--- config.mk ---
export PLATFORM = sky130hd
export DESIGN_NAME = length_prefixed_packet_deframer
export DESIGN_NICKNAME = d
export VERILOG_FILES = /design/src/design/lppd_pkg.sv /design/src/design/length_prefixed_packet_deframer.sv
export SDC_FILE = /design/constraint.sdc
export NUM_CORES = 1
export LEC_CHECK = 0
export CAP_MARGIN = 10
export CORE_MARGIN = 1.5
export CORE_UTILIZATION = 45
export CTS_CLUSTER_SIZE = 12
export DETAILED_ROUTE_END_ITERATION = 10
export DONT_BUFFER_PORTS = 1
export PLACE_DENSITY = 0.66
export SYNTH_ARGS = -nofsm -noshare
export SYNTH_HDL_FRONTEND = slang
export SYNTH_SLANG_ARGS = --single-unit
--- constraint.sdc ---
create_clock -name clk -period 3.05 [get_ports clk]
set_input_delay 0.305 -clock clk [delete_from_list [all_inputs] [get_ports clk]]
set_output_delay 0.305 -clock clk [all_outputs]
set_load 0.01 [all_outputs]
--- src/design/lppd_pkg.sv ---
`timescale 1ns / 1ps
// ----------------------------------------------------------------------------
// Length-prefixed packet deframer package
// Byte class codes and field widths shared by the deframer and its checker.
// ----------------------------------------------------------------------------
package lppd_pkg;

    localparam int BYTE_W  = 8;
    localparam int CLASS_W = 3;
    localparam int REM_W   = 17;

    localparam logic [CLASS_W-1:0] CLASS_DISCARD  = 3'd0;
    localparam logic [CLASS_W-1:0] CLASS_HEADER   = 3'd1;
    localparam logic [CLASS_W-1:0] CLASS_LEN_HI   = 3'd2;
    localparam logic [CLASS_W-1:0] CLASS_LEN_LO   = 3'd3;
    localparam logic [CLASS_W-1:0] CLASS_PAYLOAD  = 3'd4;
    localparam logic [CLASS_W-1:0] CLASS_CHECKSUM = 3'd5;

    localparam logic [BYTE_W-1:0] HEADER_RESET = 8'hAA;

endpackage

--- src/design/length_prefixed_packet_deframer.sv ---
`timescale 1ns / 1ps
// ----------------------------------------------------------------------------
// Length-prefixed packet deframer
// Classifies each received byte as discarded, header, length, payload or
// checksum, and checks the checksum against the wrapping sum of the payload.
// ----------------------------------------------------------------------------
// Latency: a result item is valid the cycle after its input item is accepted.
// Throughput: one item per cycle; the single result register is refilled in
// the same cycle it is taken, so only a stalled output holds off the input.
// Reset: rst_n (asynchronous, active low) returns the parser to hunting,
// clears the length and sum, and restores the header byte to 0xAA.
module length_prefixed_packet_deframer
    import lppd_pkg::*;
(
    input  logic               clk,
    input  logic               rst_n,

    input  logic               cfg_valid,
    output logic               cfg_ready,
    input  logic [BYTE_W-1:0]  cfg_data,

    input  logic               in_valid,
    output logic               in_ready,
    input  logic [BYTE_W-1:0]  rx_byte,

    output logic               out_valid,
    input  logic               out_ready,
    output logic [BYTE_W-1:0]  byte_out,
    output logic [CLASS_W-1:0] byte_class,
    output logic               packet_end,
    output logic               checksum_ok
);

    typedef enum logic [1:0] {
        PH_HUNT,
        PH_LEN_HI,
        PH_LEN_LO,
        PH_BODY
    } phase_t;

    phase_t              phase_reg,       phase_next;
    logic [REM_W-1:0]    remaining_reg,   remaining_next;
    logic [BYTE_W-1:0]   running_sum_reg, running_sum_next;
    logic [BYTE_W-1:0]   header_byte_reg;

    logic                out_valid_reg;
    logic [BYTE_W-1:0]   byte_out_reg;
    logic [CLASS_W-1:0]  byte_class_reg,  byte_class_next;
    logic                packet_end_reg,  packet_end_next;
    logic                checksum_ok_reg, checksum_ok_next;

    logic                in_fire;

    assign cfg_ready = 1'b1;
    assign in_ready  = !out_valid_reg || out_ready;
    assign in_fire   = in_valid && in_ready;

    always_comb
    begin
        phase_next       = phase_reg;
        remaining_next   = remaining_reg;
        running_sum_next = running_sum_reg;
        byte_class_next  = CLASS_DISCARD;
        packet_end_next  = 1'b0;
        checksum_ok_next = 1'b0;
        case (phase_reg)
            PH_HUNT:
            begin
                if (rx_byte == header_byte_reg)
                begin
                    byte_class_next  = CLASS_HEADER;
                    phase_next       = PH_LEN_HI;
                    running_sum_next = '0;
                    remaining_next   = '0;
                end
            end
            PH_LEN_HI:
            begin
                byte_class_next = CLASS_LEN_HI;
                remaining_next  = {1'b0, rx_byte, 8'h00};
                phase_next      = PH_LEN_LO;
            end
            PH_LEN_LO:
            begin
                // Count the checksum byte along with the payload bytes.
                byte_class_next  = CLASS_LEN_LO;
                remaining_next   = {1'b0, remaining_reg[15:8], rx_byte} + REM_W'(1);
                running_sum_next = '0;
                phase_next       = PH_BODY;
            end
            PH_BODY:
            begin
                if (remaining_reg > REM_W'(1))
                begin
                    byte_class_next  = CLASS_PAYLOAD;
                    running_sum_next = running_sum_reg + rx_byte;
                    remaining_next   = remaining_reg - REM_W'(1);
                end
                else
                begin
                    byte_class_next  = CLASS_CHECKSUM;
                    packet_end_next  = 1'b1;
                    checksum_ok_next = (running_sum_reg == rx_byte);
                    phase_next       = PH_HUNT;
                    remaining_next   = '0;
                    running_sum_next = '0;
                end
            end
            default:
            begin
                phase_next = PH_HUNT;
            end
        endcase
    end

    always_ff @(posedge clk or negedge rst_n)
    begin
        if (!rst_n)
        begin
            phase_reg       <= PH_HUNT;
            remaining_reg   <= '0;
            running_sum_reg <= '0;
            header_byte_reg <= HEADER_RESET;
            out_valid_reg   <= 1'b0;
        end
        else
        begin
            if (cfg_valid && cfg_ready)
            begin
                header_byte_reg <= cfg_data;
            end
            if (in_fire)
            begin
                phase_reg       <= phase_next;
                remaining_reg   <= remaining_next;
                running_sum_reg <= running_sum_next;
                out_valid_reg   <= 1'b1;
            end
            else if (out_ready)
            begin
                out_valid_reg <= 1'b0;
            end
        end
    end

    always_ff @(posedge clk)
    begin
        if (in_fire)
        begin
            byte_out_reg    <= rx_byte;
            byte_class_reg  <= byte_class_next;
            packet_end_reg  <= packet_end_next;
            checksum_ok_reg <= checksum_ok_next;
        end
    end

    assign out_valid   = out_valid_reg;
    assign byte_out    = byte_out_reg;
    assign byte_class  = byte_class_reg;
    assign packet_end  = packet_end_reg;
    assign checksum_ok = checksum_ok_reg;

endmodule

==> run metrics <==
Req. time, crit path=between 3000 and 4000 ps; hold_buf cts=2; CP Launch Type=flip-flop; Syn. warnings=0; Unique masters post-synth=60; vias per inst=around 6.3; Synth Cell Area=3171 um2; run status=complete, no violations; Total Nets Final=360; setup bufs post-CTS=0; Max Slew Vio Count=0; total CTS buffers=5; Post-Syn Instances=324; Final Wtd Congestion=~0.85; pin count of the biggest net entering global routing=37; CTS tree=yes; Post-Route WL=slightly below 8 mm; WL per Instance=~19 um; DPL Wire Length=approximately 5.5 mm; WHS Endpoint=byte_out[5]; site row count=30; layout cells sized above 1=a little under an eighth; commonest non-fill, non-tap cell in the layout=dfrtp_1; Fin Hold WS=around 87 ps; worst-path maximum fanout=19; share of the synthesized area in the top cell type=approximately 25%; RSZ-0062 raised after global routing=false; cts repair resizes=0; Clock Sinks=49; Clk Latency, worst-skew pair=310 ps; P_leak=between 1 and 1.5 nW; fillers=629; Iter 0 DRT Violations=between 200 and 250; ANT nets after route=0; max reg flops=17; syn_area_per_cell=9.786 um2; Mapped Nets=~360; Worst slew margin=55.66%; WS Path Type=flip-flop to flip-flop; crit path DAT=2740 ps; Starting Density=between 40 and 50%; vias in the first global route=about 2500; largest cells by area after synthesis=dfrtp_1 25%, edfxtp_1 12%, ha_1 6.3%; Final period util=between 80% and 90%; first-pass GRT wire length=12.92 mm; vias=about 2600; min-delay src=rx_byte[5]; Slowest cell on crit path=or4_4; min-delay worst type=primary input to flip-flop; I/O Buffers=0; clk slew on worst S/H paths=around 100 ps; # diodes=0; clock skew=slightly below 9 ps; Max Cap Viol=0; r2r startpoint=remaining_reg[11]; Die Wd=86.94 um; WHS Path Cells=0; htree depth=2; area grow syn2layout=6.945%; element type at the critical path end=flip-flop; Tot GR Track Use=between 20% and 30%; R2R depth=5; area of the die=7559 um2; final hold vios=0; final setup fails=0; Synth area leader=dfrtp_1; DRC=0; Peak Freq=391.7 MHz; FF-to-FF setup slack=about 500 ps; CP bufs+invs=0; setup TNS=0 ps; pwr/cell area=832.2 nW/um2; initial antenna violation count=0; first drt pass iteration count=4; I/O pin count=37; Post-synth EDFFs=13; Async S/R FF share, synth=about 73%; worst-case clock buffer depth=2; post-synthesis sequential area ratio=40.88%; Root Buffer=clkbuf_8; critical path's largest stage delay=580 ps; Primary FF master, synth=dfrtp_1; most frequent cells in the layout=32 x dfrtp_1, 20 x inv_1, 20 x o21ai_0; Max VDD drop=roughly 0.33 mV; Worst path top cell family by delay=simple AND/OR/NAND/NOR gates; GR Overflow Total=0; Slew @ Worst Pin=665.2 ps; r2r endpoint=remaining_reg[11]; crit path cell chain=or4_4 > nor4_4 > a21oi_4 > a2111oi_0 > o2bb2ai_1; Die Ht=around 87 um; Yosys reg bits=a little under 50; Core ar.=6794 um2; Final min period=between 2000 and 3000 ps
## cells in the mapped netlist, types with 7 or more instances
library cell / number
xor2_1: 12
dfrtp_1: 32
nor2_1: 13
ha_1: 16
a21oi_1: 10
nor3_1: 12
o21ai_0: 20
xnor2_1: 9
clkbuf_1: 15
o31ai_1: 7
nand2_1: 16
nand3_1: 13
edfxtp_1: 13
inv_1: 20
o211ai_1: 9
or3_1: 7
mux2_2: 9
nor4_1: 7
## area by class of cell
cell class	count	area [um2]	share of cell area [%]
clock buffer	6	72.57	2.140
tap	96	120.1	3.542
timing repair buffer	9	82.58	2.435
inverter	20	75.07	2.214
multi-input combinational	237	1730	51.03
clock inverter	2	13.76	0.4059
sequential	49	1296	38.23
## kinds of logic (layout without fill, tap and decap cells)
kind of cell | after synthesis | after routing | share of synthesized area [%]
AND/OR/NAND/NOR | 96 | 96 | 16.97
AO/OA/AOI/OAI | 91 | 91 | 20.80
flip-flops | 49 | 49 | 40.88
buffers and inverters | 38 | 37 | 4.656
XOR/XNOR | 21 | 21 | 5.801
adder cells (fa/ha/maj) | 17 | 17 | 6.946
multiplexers | 11 | 11 | 3.828
other | 1 | 1 | 0.1183
## worst max-delay path by stage
stage	from	end	slack [ps]	cells after the start
2_1_floorplan	remaining_reg[11]	phase_reg[1]	770	5
3_3_place_gp	remaining_reg[11]	remaining_reg[6]	600	5
3_5_place_dp	remaining_reg[11]	remaining_reg[6]	550	5
4_1_cts	remaining_reg[11]	remaining_reg[6]	530	5
5_1_grt	remaining_reg[11]	remaining_reg[11]	310	5
6_report	remaining_reg[11]	remaining_reg[11]	500	5
## metal layers
metal | global-route usage, % | wire (um) | vias to the layer above | share of wire (%)
met3 | 3.602 | 494 | 10 | 6.2
met2 | 34.39 | 3620 | 123 | 45
li1 | - | - | 1220 | -
met5 | 0 | 0 | - | 0
met4 | 6.598 | 91 | 0 | 1.1
met1 | 31.66 | 3752 | 1280 | 47
## stage by stage
step	power [W]	util, %	cells	worst slack (ps)	cell area [um2]
global placement	0.002372	48.20	409	596.6	3274
detailed placement	0.002392	48.20	409	548.4	3274
floorplan	0.002067	-	324	774.5	3171
CTS	0.002804	49.91	419	528.9	3391
global route	0.003020	49.91	419	305.9	3391
finish	0.002822	49.91	419	497.2	3391
## power by group
group / leakage, nW / internal [W] / total [W] / switching [W]
clock network: 0.0417 / 0.000163 / 0.000393 / 0.000230
registers: 0.581 / 0.000859 / 0.00105 / 0.000194
logic: 0.721 / 0.000557 / 0.00138 / 0.000819
total: 1.34 / 0.00158 / 0.00282 / 0.00124
Power figures use the tool's default switching activity.
